<file path="src/sv/swtq_pkg.sv">
// ----------------------------------------------------------------------------
// swtq_pkg
// Shared widths, codes and controller/datapath types for the sleep wake-up
// timer queue.
// ----------------------------------------------------------------------------
`default_nettype none

package swtq_pkg;

  localparam int ENTRIES = 16;
  localparam int IDX_W   = $clog2(ENTRIES);
  localparam int CNT_W   = $clog2(ENTRIES + 1);

  localparam int PID_W   = 16;
  localparam int MSECS_W = 32;
  localparam int TIME_W  = 64;
  localparam int MSPT_W  = 10;
  localparam int TSL_W   = 16;
  localparam int CFG_W   = 16;
  localparam int CFGI_W  = 1;

  localparam logic FUNC_SLEEP = 1'b0;
  localparam logic FUNC_TICK  = 1'b1;

  localparam logic [CFGI_W-1:0] REG_MS_PER_TICK  = 1'b0;
  localparam logic [CFGI_W-1:0] REG_TIMESLICE_MS = 1'b1;

  localparam logic [MSPT_W-1:0] MS_PER_TICK_RST  = 10'd10;
  localparam logic [TSL_W-1:0]  TIMESLICE_RST    = 16'd50;

  typedef enum logic [1:0] {
    KIND_ACCEPT = 2'd0,
    KIND_REJECT = 2'd1,
    KIND_WOKEN  = 2'd2,
    KIND_TICK   = 2'd3
  } kind_t;

  typedef enum logic [1:0] {
    S_IDLE = 2'd0,
    S_EXEC = 2'd1,
    S_SCAN = 2'd2,
    S_DONE = 2'd3
  } state_t;

  typedef struct packed {
    logic load;
    logic sleep;
    logic add;
    logic keep;
    logic wake;
    logic finish;
  } cmd_t;

  typedef struct packed {
    logic is_tick;
    logic scan_end;
    logic due;
    logic out_free;
  } status_t;

endpackage

`default_nettype wire

</file>
<file path="src/sv/swtq_in_if.sv">
// ----------------------------------------------------------------------------
// swtq_in_if
// Request channel: sleep requests and timer ticks.
// ----------------------------------------------------------------------------
`default_nettype none

interface swtq_in_if;
  logic                          valid;
  logic                          ready;
  logic                          func;
  logic [swtq_pkg::PID_W-1:0]    pid;
  logic [swtq_pkg::MSECS_W-1:0]  msecs;

  modport source (output valid, output func, output pid, output msecs, input ready);
  modport sink   (input valid, input func, input pid, input msecs, output ready);
endinterface

`default_nettype wire

</file>
<file path="src/sv/swtq_out_if.sv">
// ----------------------------------------------------------------------------
// swtq_out_if
// Result channel: accepted, rejected, woken and tick-done results.
// ----------------------------------------------------------------------------
`default_nettype none

interface swtq_out_if;
  logic                        valid;
  logic                        ready;
  logic [1:0]                  kind;
  logic [swtq_pkg::PID_W-1:0]  proc_id;
  logic                        reschedule;
  logic                        last;

  modport source (output valid, output kind, output proc_id, output reschedule,
                  output last, input ready);
  modport sink   (input valid, input kind, input proc_id, input reschedule,
                  input last, output ready);
endinterface

`default_nettype wire

</file>
<file path="src/sv/swtq_ctrl.sv">
// ----------------------------------------------------------------------------
// swtq_ctrl
// Controller: sequences request capture, sleep insertion and the tick scan.
// ----------------------------------------------------------------------------
`default_nettype none

module swtq_ctrl (
  input  wire logic              clk,
  input  wire logic              rst,
  input  wire logic              in_valid,
  output logic                   in_ready,
  input  wire swtq_pkg::status_t status,
  output swtq_pkg::cmd_t         cmd
);

  swtq_pkg::state_t state;
  swtq_pkg::state_t state_next;

  always_ff @(posedge clk) begin
    if (rst) begin
      state <= swtq_pkg::S_IDLE;
    end else begin
      state <= state_next;
    end
  end

  always_comb begin
    state_next = state;
    cmd        = '0;
    in_ready   = 1'b0;
    case (state)
      swtq_pkg::S_IDLE: begin
        in_ready = 1'b1;
        if (in_valid) begin
          cmd.load   = 1'b1;
          state_next = swtq_pkg::S_EXEC;
        end
      end
      swtq_pkg::S_EXEC: begin
        if (status.is_tick) begin
          cmd.add    = 1'b1;
          state_next = swtq_pkg::S_SCAN;
        end else if (status.out_free) begin
          cmd.sleep  = 1'b1;
          state_next = swtq_pkg::S_IDLE;
        end
      end
      swtq_pkg::S_SCAN: begin
        if (status.scan_end) begin
          state_next = swtq_pkg::S_DONE;
        end else if (!status.due) begin
          cmd.keep = 1'b1;
        end else if (status.out_free) begin
          cmd.wake = 1'b1;
        end
      end
      swtq_pkg::S_DONE: begin
        if (status.out_free) begin
          cmd.finish = 1'b1;
          state_next = swtq_pkg::S_IDLE;
        end
      end
      default: begin
        state_next = swtq_pkg::S_IDLE;
      end
    endcase
  end

endmodule

`default_nettype wire

</file>
<file path="src/sv/swtq_dp.sv">
// ----------------------------------------------------------------------------
// swtq_dp
// Datapath: clock, reschedule mark, sleep table with in-place compaction,
// configuration registers and the result register.
// ----------------------------------------------------------------------------
`default_nettype none

module swtq_dp (
  input  wire logic                          clk,
  input  wire logic                          rst,
  input  wire logic                          cfg_we,
  input  wire logic [swtq_pkg::CFGI_W-1:0]   cfg_index,
  input  wire logic [swtq_pkg::CFG_W-1:0]    cfg_data,
  input  wire logic                          in_func,
  input  wire logic [swtq_pkg::PID_W-1:0]    in_pid,
  input  wire logic [swtq_pkg::MSECS_W-1:0]  in_msecs,
  input  wire logic                          out_ready,
  output logic                               out_valid,
  output logic [1:0]                         out_kind,
  output logic [swtq_pkg::PID_W-1:0]         out_proc_id,
  output logic                               out_reschedule,
  output logic                               out_last,
  input  wire swtq_pkg::cmd_t                cmd,
  output swtq_pkg::status_t                  status
);

  logic                          func_q;
  logic [swtq_pkg::PID_W-1:0]    pid_q;
  logic [swtq_pkg::MSECS_W-1:0]  msecs_q;

  logic [swtq_pkg::MSPT_W-1:0]   ms_per_tick;
  logic [swtq_pkg::TSL_W-1:0]    timeslice_ms;

  logic [swtq_pkg::TIME_W-1:0]   elapsed_ms;
  logic [swtq_pkg::TIME_W-1:0]   last_resched_ms;
  logic [swtq_pkg::CNT_W-1:0]    count;
  logic [swtq_pkg::CNT_W-1:0]    scan_i;
  logic [swtq_pkg::CNT_W-1:0]    keep_i;
  logic                          woke;

  logic [swtq_pkg::PID_W-1:0]    ent_pid  [swtq_pkg::ENTRIES];
  logic [swtq_pkg::TIME_W-1:0]   ent_wake [swtq_pkg::ENTRIES];

  logic [swtq_pkg::PID_W-1:0]    rd_pid;
  logic [swtq_pkg::TIME_W-1:0]   rd_wake;
  logic                          full;
  logic                          out_free;
  logic [swtq_pkg::TIME_W-1:0]   since_resched;
  logic                          resched_now;

  assign rd_pid        = ent_pid[scan_i[swtq_pkg::IDX_W-1:0]];
  assign rd_wake       = ent_wake[scan_i[swtq_pkg::IDX_W-1:0]];
  assign full          = (count == swtq_pkg::CNT_W'(swtq_pkg::ENTRIES));
  assign out_free      = !out_valid || out_ready;
  assign since_resched = elapsed_ms - last_resched_ms;
  assign resched_now   = woke ||
                         (since_resched >= {{(swtq_pkg::TIME_W-swtq_pkg::TSL_W){1'b0}},
                                            timeslice_ms});

  assign status.is_tick  = (func_q == swtq_pkg::FUNC_TICK);
  assign status.scan_end = (scan_i == count);
  assign status.due      = (rd_wake <= elapsed_ms);
  assign status.out_free = out_free;

  always_ff @(posedge clk) begin
    if (rst) begin
      ms_per_tick  <= swtq_pkg::MS_PER_TICK_RST;
      timeslice_ms <= swtq_pkg::TIMESLICE_RST;
    end else if (cfg_we) begin
      case (cfg_index)
        swtq_pkg::REG_MS_PER_TICK:  ms_per_tick  <= cfg_data[swtq_pkg::MSPT_W-1:0];
        swtq_pkg::REG_TIMESLICE_MS: timeslice_ms <= cfg_data[swtq_pkg::TSL_W-1:0];
        default: ;
      endcase
    end
  end

  always_ff @(posedge clk) begin
    if (cmd.load) begin
      func_q  <= in_func;
      pid_q   <= in_pid;
      msecs_q <= in_msecs;
    end
  end

  always_ff @(posedge clk) begin
    if (rst) begin
      elapsed_ms      <= '0;
      last_resched_ms <= '0;
      count           <= '0;
      scan_i          <= '0;
      keep_i          <= '0;
      woke            <= 1'b0;
    end else begin
      if (cmd.sleep && !full) begin
        count <= count + 1'b1;
      end
      if (cmd.add) begin
        elapsed_ms <= elapsed_ms +
                      {{(swtq_pkg::TIME_W-swtq_pkg::MSPT_W){1'b0}}, ms_per_tick};
        scan_i     <= '0;
        keep_i     <= '0;
        woke       <= 1'b0;
      end
      if (cmd.keep) begin
        scan_i <= scan_i + 1'b1;
        keep_i <= keep_i + 1'b1;
      end
      if (cmd.wake) begin
        scan_i <= scan_i + 1'b1;
        woke   <= 1'b1;
      end
      if (cmd.finish) begin
        count <= keep_i;
        if (resched_now) begin
          last_resched_ms <= elapsed_ms;
        end
      end
    end
  end

  always_ff @(posedge clk) begin
    if (cmd.sleep && !full) begin
      ent_pid[count[swtq_pkg::IDX_W-1:0]]  <= pid_q;
      ent_wake[count[swtq_pkg::IDX_W-1:0]] <= elapsed_ms +
          {{(swtq_pkg::TIME_W-swtq_pkg::MSECS_W){1'b0}}, msecs_q};
    end
    if (cmd.keep) begin
      ent_pid[keep_i[swtq_pkg::IDX_W-1:0]]  <= rd_pid;
      ent_wake[keep_i[swtq_pkg::IDX_W-1:0]] <= rd_wake;
    end
  end

  always_ff @(posedge clk) begin
    if (rst) begin
      out_valid <= 1'b0;
    end else if (cmd.sleep || cmd.wake || cmd.finish) begin
      out_valid <= 1'b1;
    end else if (out_ready) begin
      out_valid <= 1'b0;
    end
  end

  always_ff @(posedge clk) begin
    if (cmd.sleep) begin
      out_kind       <= full ? swtq_pkg::KIND_REJECT : swtq_pkg::KIND_ACCEPT;
      out_proc_id    <= pid_q;
      out_reschedule <= 1'b0;
      out_last       <= 1'b1;
    end else if (cmd.wake) begin
      out_kind       <= swtq_pkg::KIND_WOKEN;
      out_proc_id    <= rd_pid;
      out_reschedule <= 1'b0;
      out_last       <= 1'b0;
    end else if (cmd.finish) begin
      out_kind       <= swtq_pkg::KIND_TICK;
      out_proc_id    <= '0;
      out_reschedule <= resched_now;
      out_last       <= 1'b1;
    end
  end

endmodule

`default_nettype wire

</file>
<file path="src/sv/sleep_wakeup_timer_queue.sv">
// ----------------------------------------------------------------------------
// sleep_wakeup_timer_queue
// Sleep table with absolute wake times, a millisecond clock and a tick that
// wakes due processes and reports whether to reschedule.
// ----------------------------------------------------------------------------
// A request is taken whenever the block is idle, and the result register lets a
// request be taken while the previous result still waits. A sleep request is
// loaded, then entered once the result register is free. A tick adds to the
// clock, then scans and compacts the table in insertion order one entry per
// cycle while each woken result finds the result register free, over at most a
// full table of 16, then gives the tick-done result. Each woken result and the
// tick-done result wait for the result register to be free, so a stalled result channel holds the tick.
// ----------------------------------------------------------------------------
`default_nettype none

module sleep_wakeup_timer_queue (
  input  wire logic                         clk,
  input  wire logic                         rst,
  input  wire logic                         cfg_we,
  input  wire logic [swtq_pkg::CFGI_W-1:0]  cfg_index,
  input  wire logic [swtq_pkg::CFG_W-1:0]   cfg_data,
  swtq_in_if.sink                           item_in,
  swtq_out_if.source                        item_out
);

  swtq_pkg::cmd_t    cmd;
  swtq_pkg::status_t status;

  swtq_ctrl u_ctrl (
    .clk      (clk),
    .rst      (rst),
    .in_valid (item_in.valid),
    .in_ready (item_in.ready),
    .status   (status),
    .cmd      (cmd)
  );

  swtq_dp u_dp (
    .clk            (clk),
    .rst            (rst),
    .cfg_we         (cfg_we),
    .cfg_index      (cfg_index),
    .cfg_data       (cfg_data),
    .in_func        (item_in.func),
    .in_pid         (item_in.pid),
    .in_msecs       (item_in.msecs),
    .out_ready      (item_out.ready),
    .out_valid      (item_out.valid),
    .out_kind       (item_out.kind),
    .out_proc_id    (item_out.proc_id),
    .out_reschedule (item_out.reschedule),
    .out_last       (item_out.last),
    .cmd            (cmd),
    .status         (status)
  );

  a_one_request: assert property (@(posedge clk) disable iff (rst)
    (item_in.valid && item_in.ready) |=> !item_in.ready)
    else $error("request taken while another is in progress");

  a_wake_due: assert property (@(posedge clk) disable iff (rst)
    cmd.wake |-> (status.due && status.out_free && !status.scan_end))
    else $error("wake issued for an entry that is not due or with no room");

  a_tick_last: assert property (@(posedge clk) disable iff (rst)
    (item_out.valid && item_out.kind == swtq_pkg::KIND_TICK) |-> item_out.last)
    else $error("tick-done result without last");

  a_woken_not_last: assert property (@(posedge clk) disable iff (rst)
    (item_out.valid && item_out.kind == swtq_pkg::KIND_WOKEN) |->
      (!item_out.last && !item_out.reschedule))
    else $error("woken result marked last or reschedule");

endmodule

`default_nettype wire

</file>
<file path="src/flat_wrapper.sv">
// flat-port wrapper written by rule: the top's interface ports become plain ports
module sleep_wakeup_timer_queue_flat 
  (clk, rst, cfg_we, cfg_index, cfg_data, item_in_valid, item_in_func, item_in_pid, item_in_msecs, item_in_ready, item_out_valid, item_out_kind, item_out_proc_id, item_out_reschedule, item_out_last, item_out_ready);
  swtq_in_if item_in_i ();
  swtq_out_if item_out_i ();
  input  wire logic clk;
  input  wire logic rst;
  input  wire logic cfg_we;
  input  wire logic [swtq_pkg::CFGI_W-1:0] cfg_index;
  input  wire logic [swtq_pkg::CFG_W-1:0] cfg_data;
  input wire logic [$bits(item_in_i.valid)-1:0] item_in_valid;
  input wire logic [$bits(item_in_i.func)-1:0] item_in_func;
  input wire logic [$bits(item_in_i.pid)-1:0] item_in_pid;
  input wire logic [$bits(item_in_i.msecs)-1:0] item_in_msecs;
  output wire logic [$bits(item_in_i.ready)-1:0] item_in_ready;
  output wire logic [$bits(item_out_i.valid)-1:0] item_out_valid;
  output wire logic [$bits(item_out_i.kind)-1:0] item_out_kind;
  output wire logic [$bits(item_out_i.proc_id)-1:0] item_out_proc_id;
  output wire logic [$bits(item_out_i.reschedule)-1:0] item_out_reschedule;
  output wire logic [$bits(item_out_i.last)-1:0] item_out_last;
  input wire logic [$bits(item_out_i.ready)-1:0] item_out_ready;
  assign item_in_i.valid = item_in_valid;
  assign item_in_i.func = item_in_func;
  assign item_in_i.pid = item_in_pid;
  assign item_in_i.msecs = item_in_msecs;
  assign item_in_ready = item_in_i.ready;
  assign item_out_valid = item_out_i.valid;
  assign item_out_kind = item_out_i.kind;
  assign item_out_proc_id = item_out_i.proc_id;
  assign item_out_reschedule = item_out_i.reschedule;
  assign item_out_last = item_out_i.last;
  assign item_out_i.ready = item_out_ready;
  sleep_wakeup_timer_queue u_core (.clk(clk), .rst(rst), .cfg_we(cfg_we), .cfg_index(cfg_index), .cfg_data(cfg_data), .item_in(item_in_i), .item_out(item_out_i));
endmodule
</file>
<file path="config.mk">
export PLATFORM = sky130hd
export DESIGN_NAME = sleep_wakeup_timer_queue_flat
export DESIGN_NICKNAME = d
export VERILOG_FILES = /design/src/sv/swtq_pkg.sv /design/src/sv/swtq_in_if.sv /design/src/sv/swtq_out_if.sv /design/src/sv/swtq_ctrl.sv /design/src/sv/swtq_dp.sv /design/src/sv/sleep_wakeup_timer_queue.sv /design/src/flat_wrapper.sv
export SDC_FILE = /design/constraint.sdc
export NUM_CORES = 2
export LEC_CHECK = 0
export ABC_AREA = 1
export BUFFER_PORTS_ARGS = -buffer_cell sky130_fd_sc_hd__buf_4
export CAP_MARGIN = 20
export CELL_PAD_IN_SITES_DETAIL_PLACEMENT = 1
export CELL_PAD_IN_SITES_GLOBAL_PLACEMENT = 1
export CORE_ASPECT_RATIO = 0.75
export CORE_UTILIZATION = 45
export DETAILED_ROUTE_END_ITERATION = 16
export PLACE_DENSITY_LB_ADDON = 0.1
export SYNTH_ARGS = -nofsm -noshare
export SYNTH_HDL_FRONTEND = slang
export SYNTH_SLANG_ARGS = --single-unit
</file>
<file path="constraint.sdc">
create_clock -name clk -period 7.14 [get_ports clk]
set_input_delay 0 -clock clk [delete_from_list [all_inputs] [get_ports clk]]
set_output_delay 0 -clock clk [all_outputs]
set_load 0.02 [all_outputs]
</file>
==> metrics.md <==
| Metric | Value |
|---|---|
| Drt first pass iters | 6 |
| Area Overhead vs Synth | 14.5% |
| Post-route DRC | 0 |
| Final hold viol count | 0 |
| Die area | 0.163 mm^2 |
| Iter 0 DRT Violations | 5578 |
| Post-route minimum period | around 6.4 ns |
| Largest net degree at the start of global routing | roughly 130 |
| Post-layout util | 52.0% |
| Clock buffer depth | 3 |
| Asr flop ratio synth | 0% |
| Yosys reg bits | 1526 |
| Post-cts sizing count | 0 |
| Starting Density | 45.4% |
| CTS H-tree lvls | 4 |
| Placed insts | 9146 |
| DP HPWL | ~170000 um |
| Diodes inserted | 0 |
| Seq/Total Area, Yosys | between 60% and 70% |
| Crit end category | flip-flop |
| HP Start | cfg_data[3] |
| Number of global-route vias before repair | 54200 |
| Post-synth EDFFs | approximately 1300 |
| VDD IR max | between 0.2 and 0.3 mV |
| Post-Syn Area | between 0.07 and 0.08 mm^2 |
| Clock Sinks | about 1500 |
| Mapped Avg Cell Area | between 10 and 15 um^2 |
| Crit-path max FO | 29 |
| Worst slew pin tran | 1.19 ns |
| R2R Setup Slk | 0.76 ns |
| Hold worst-path end | u_core.u_dp.timeslice_ms[3] |
| Reg2Reg Depth | 18 |
| Mapped Cells | ~7000 |
| Outcome | completed |
| Tcrit/Tclk final | 89.3% |
| Pwr Density | 249 mW/mm^2 |
| Finished Layout Cells | 9586 |
| Most common cell after layout, fill and taps aside | edfxtp_1 |
| GRT Total Usage | a little under a third |
| I/O Pins | 93 |
| Initial antenna violation count | 6 |
| Slew headroom | 19.9% |
| Commonest non-fill, non-tap cells in the layout | edfxtp_1 (1347), nand2_1 (1222), inv_1 (937) |
| CP Class | flip-flop to flip-flop |
| HP Class | primary input to flip-flop |
| CORE AREA | 0.160 mm^2 |
| Row count | 127 |
| Clk_lat worst skew | 0.81 ns |
| Critical Path RT | ~7.6 ns |
| Post-DRT Antenna Nets | 0 |
| Reg2Reg Capture Point | u_core.u_dp.ent_wake[11][0] |
| TritonCTS buffer count | 156 |
| Syn Nets | 7319 |
| First-pass GRT wire length | approximately 360000 um |
| Final wirelength | 250000 um |
| Max-slew violation count | 0 |
| Arr. time, crit path | 6.85 ns |
| Netlist cell types | 49 |
| FILL cells | 17300 |
| Unrepaired setup endpoints after global routing | no |
| Post-DR wirelength/cell | 26.0 um |
| Chip Width | 466 um |
| CTS clk-pin slew, worst paths | 0.06 ns |
| Max-cap violations | 0 |
| Global route total overflow | 0 |
| DIE HEIGHT | 350 um |
| Via density | 5.73 |
| Dominant synthesized flop cell | edfxtp_1 |
| CTS root buffer | clkbuf_16 |
| Pleak | 30.8 nW |
| CTS tree | yes |
| Share of cells above drive strength 1 | under 10% |
| Warnings, synthesis | 0 |
| Hold path depth | 4 |
| PortBufs | a little over 90 |
| Final Wtd Congestion | 0.980 |
| Setup violators final | 0 |
| Nets@finish | 7591 |
| Startpoint Class | flip-flop |
| Clock skew | 0.0350 ns |
| Max Fclk | 157 MHz |
| Routed vias | roughly 55000 |
[area by class of cell]
class / count / area [um^2] / area share, %
Clock buffer: 200 / 4150 / 4.98
Multi-Input combinational cell: 4275 / 24100 / 28.9
Inverter: 958 / 3620 / 4.34
Tap cell: 2128 / 2660 / 3.19
Timing Repair Buffer: 411 / 4080 / 4.89
Clock inverter: 88 / 712 / 0.854
Sequential cell: 1526 / 44000 / 52.8
[cells in the mapped netlist (179+ instances only)]
library cell | instances | area, um^2
a21oi_1 | 550 | 2750
clkbuf_1 | 226 | 848
dfxtp_1 | 179 | 3580
edfxtp_1 | 1347 | 40400
ha_1 | 189 | 2360
inv_1 | 939 | 3520
mux2i_1 | 320 | 3200
nand2_1 | 1222 | 4590
nand3_1 | 276 | 1380
nor2_1 | 440 | 1650
o211ai_1 | 326 | 2450
o21ai_0 | 574 | 2870
[cell families after synthesis]
| logic type | Yosys count | synth area share (%) |
|---|---|---|
| flops | 1526 | 60.5 |
| fa+ha+maj | 192 | 3.33 |
| xor+xnor | 96 | 1.16 |
| compound gates | 1527 | 11.9 |
| mux | 320 | 4.40 |
| simple gates | 2140 | 12.2 |
| buf+inv | 1255 | 6.58 |
[power breakdown]
part           leakage (nW)  switching [W]  internal (W)
sequential             13.9      0.0000624       0.00992
combinational          14.6        0.00200      0.000795
clock                  2.38        0.00359       0.00442
total                  30.8        0.00565        0.0151
[metal layers]
layer | GRT usage (%) | up-vias | routed length (um)
met4 | 7.27 | 2 | 5210
met2 | 45.2 | 1746 | 108000
met5 | 0 | - | 13
met1 | 45.3 | 27900 | 118000
met3 | 5.17 | 291 | 18400
li1 | - | 25000 | -
[flip-flops by register name, indices dropped and copies added (netlist names), 16 cells and up, named ones only]
signal                       count
u_core.u_dp.last_resched_ms     64
u_core.u_dp.out_proc_id         16
u_core.u_dp.timeslice_ms        16
u_core.u_dp.msecs_q             32
u_core.u_dp.pid_q               16
u_core.u_dp.elapsed_ms          64
u_core.u_dp.ent_wake          1024
u_core.u_dp.ent_pid            256
[per-stage QoR]
step | TNS, ns | hold WS [ns] | worst slack (ns) | cell area, um^2 | total power (W)
after CTS | 0 | 0.00627 | 0.873 | 83400 | 0.0208
after floorplan | -439.38 | 0.0989 | -0.429 | 72800 | 0.0117
after global placement | 0 | 0.178 | 1.09 | 77000 | 0.0127
final | 0 | 0.0972 | 0.762 | 83400 | 0.0208
after global routing | 0 | 0.102 | 0.467 | 83400 | 0.0215
after detailed placement | 0 | 0.180 | 0.921 | 77000 | 0.0128
[critical path: stages, from the launching register on]
cell and delay, ns:
dfxtp_4 0.79, buf_12 0.28, buf_4 0.32, mux2i_1 0.22
o21ai_0 0.11, o211ai_1 0.21, nand2_1 0.31, ha_1 0.42
nand2_1 0.06, nor3_1 0.32, nand2_1 0.12, nor2_1 0.42
nand2_1 0.11, nand2_1 0.17, nand3_2 0.27, o21ai_0 0.47
nand3_1 0.36, nor2_4 0.66, buf_12 0.34
[how the worst max path moves through the flow]
stage / to / slack, ns / cells past startpoint
3_5_place_dp: u_core.u_dp.ent_wake[11][0] / 0.92 / 18
3_3_place_gp: u_core.u_dp.ent_wake[15][0] / 1.09 / 20
4_1_cts: u_core.u_dp.ent_wake[11][7] / 0.87 / 18
2_1_floorplan: u_core.u_dp.ent_pid[11][0] / -0.43 / 21
5_1_grt: u_core.u_dp.ent_wake[11][7] / 0.47 / 18
6_report: u_core.u_dp.ent_wake[11][0] / 0.76 / 18
[timing repair]
| action | CTS | global route |
|---|---|---|
| hold buffers | 151 | 0 |
| hold endpoints to repair | 163 | 0 |
| setup buffers | 0 | 0 |
Note: power is estimated with default switching activity, not from simulation.
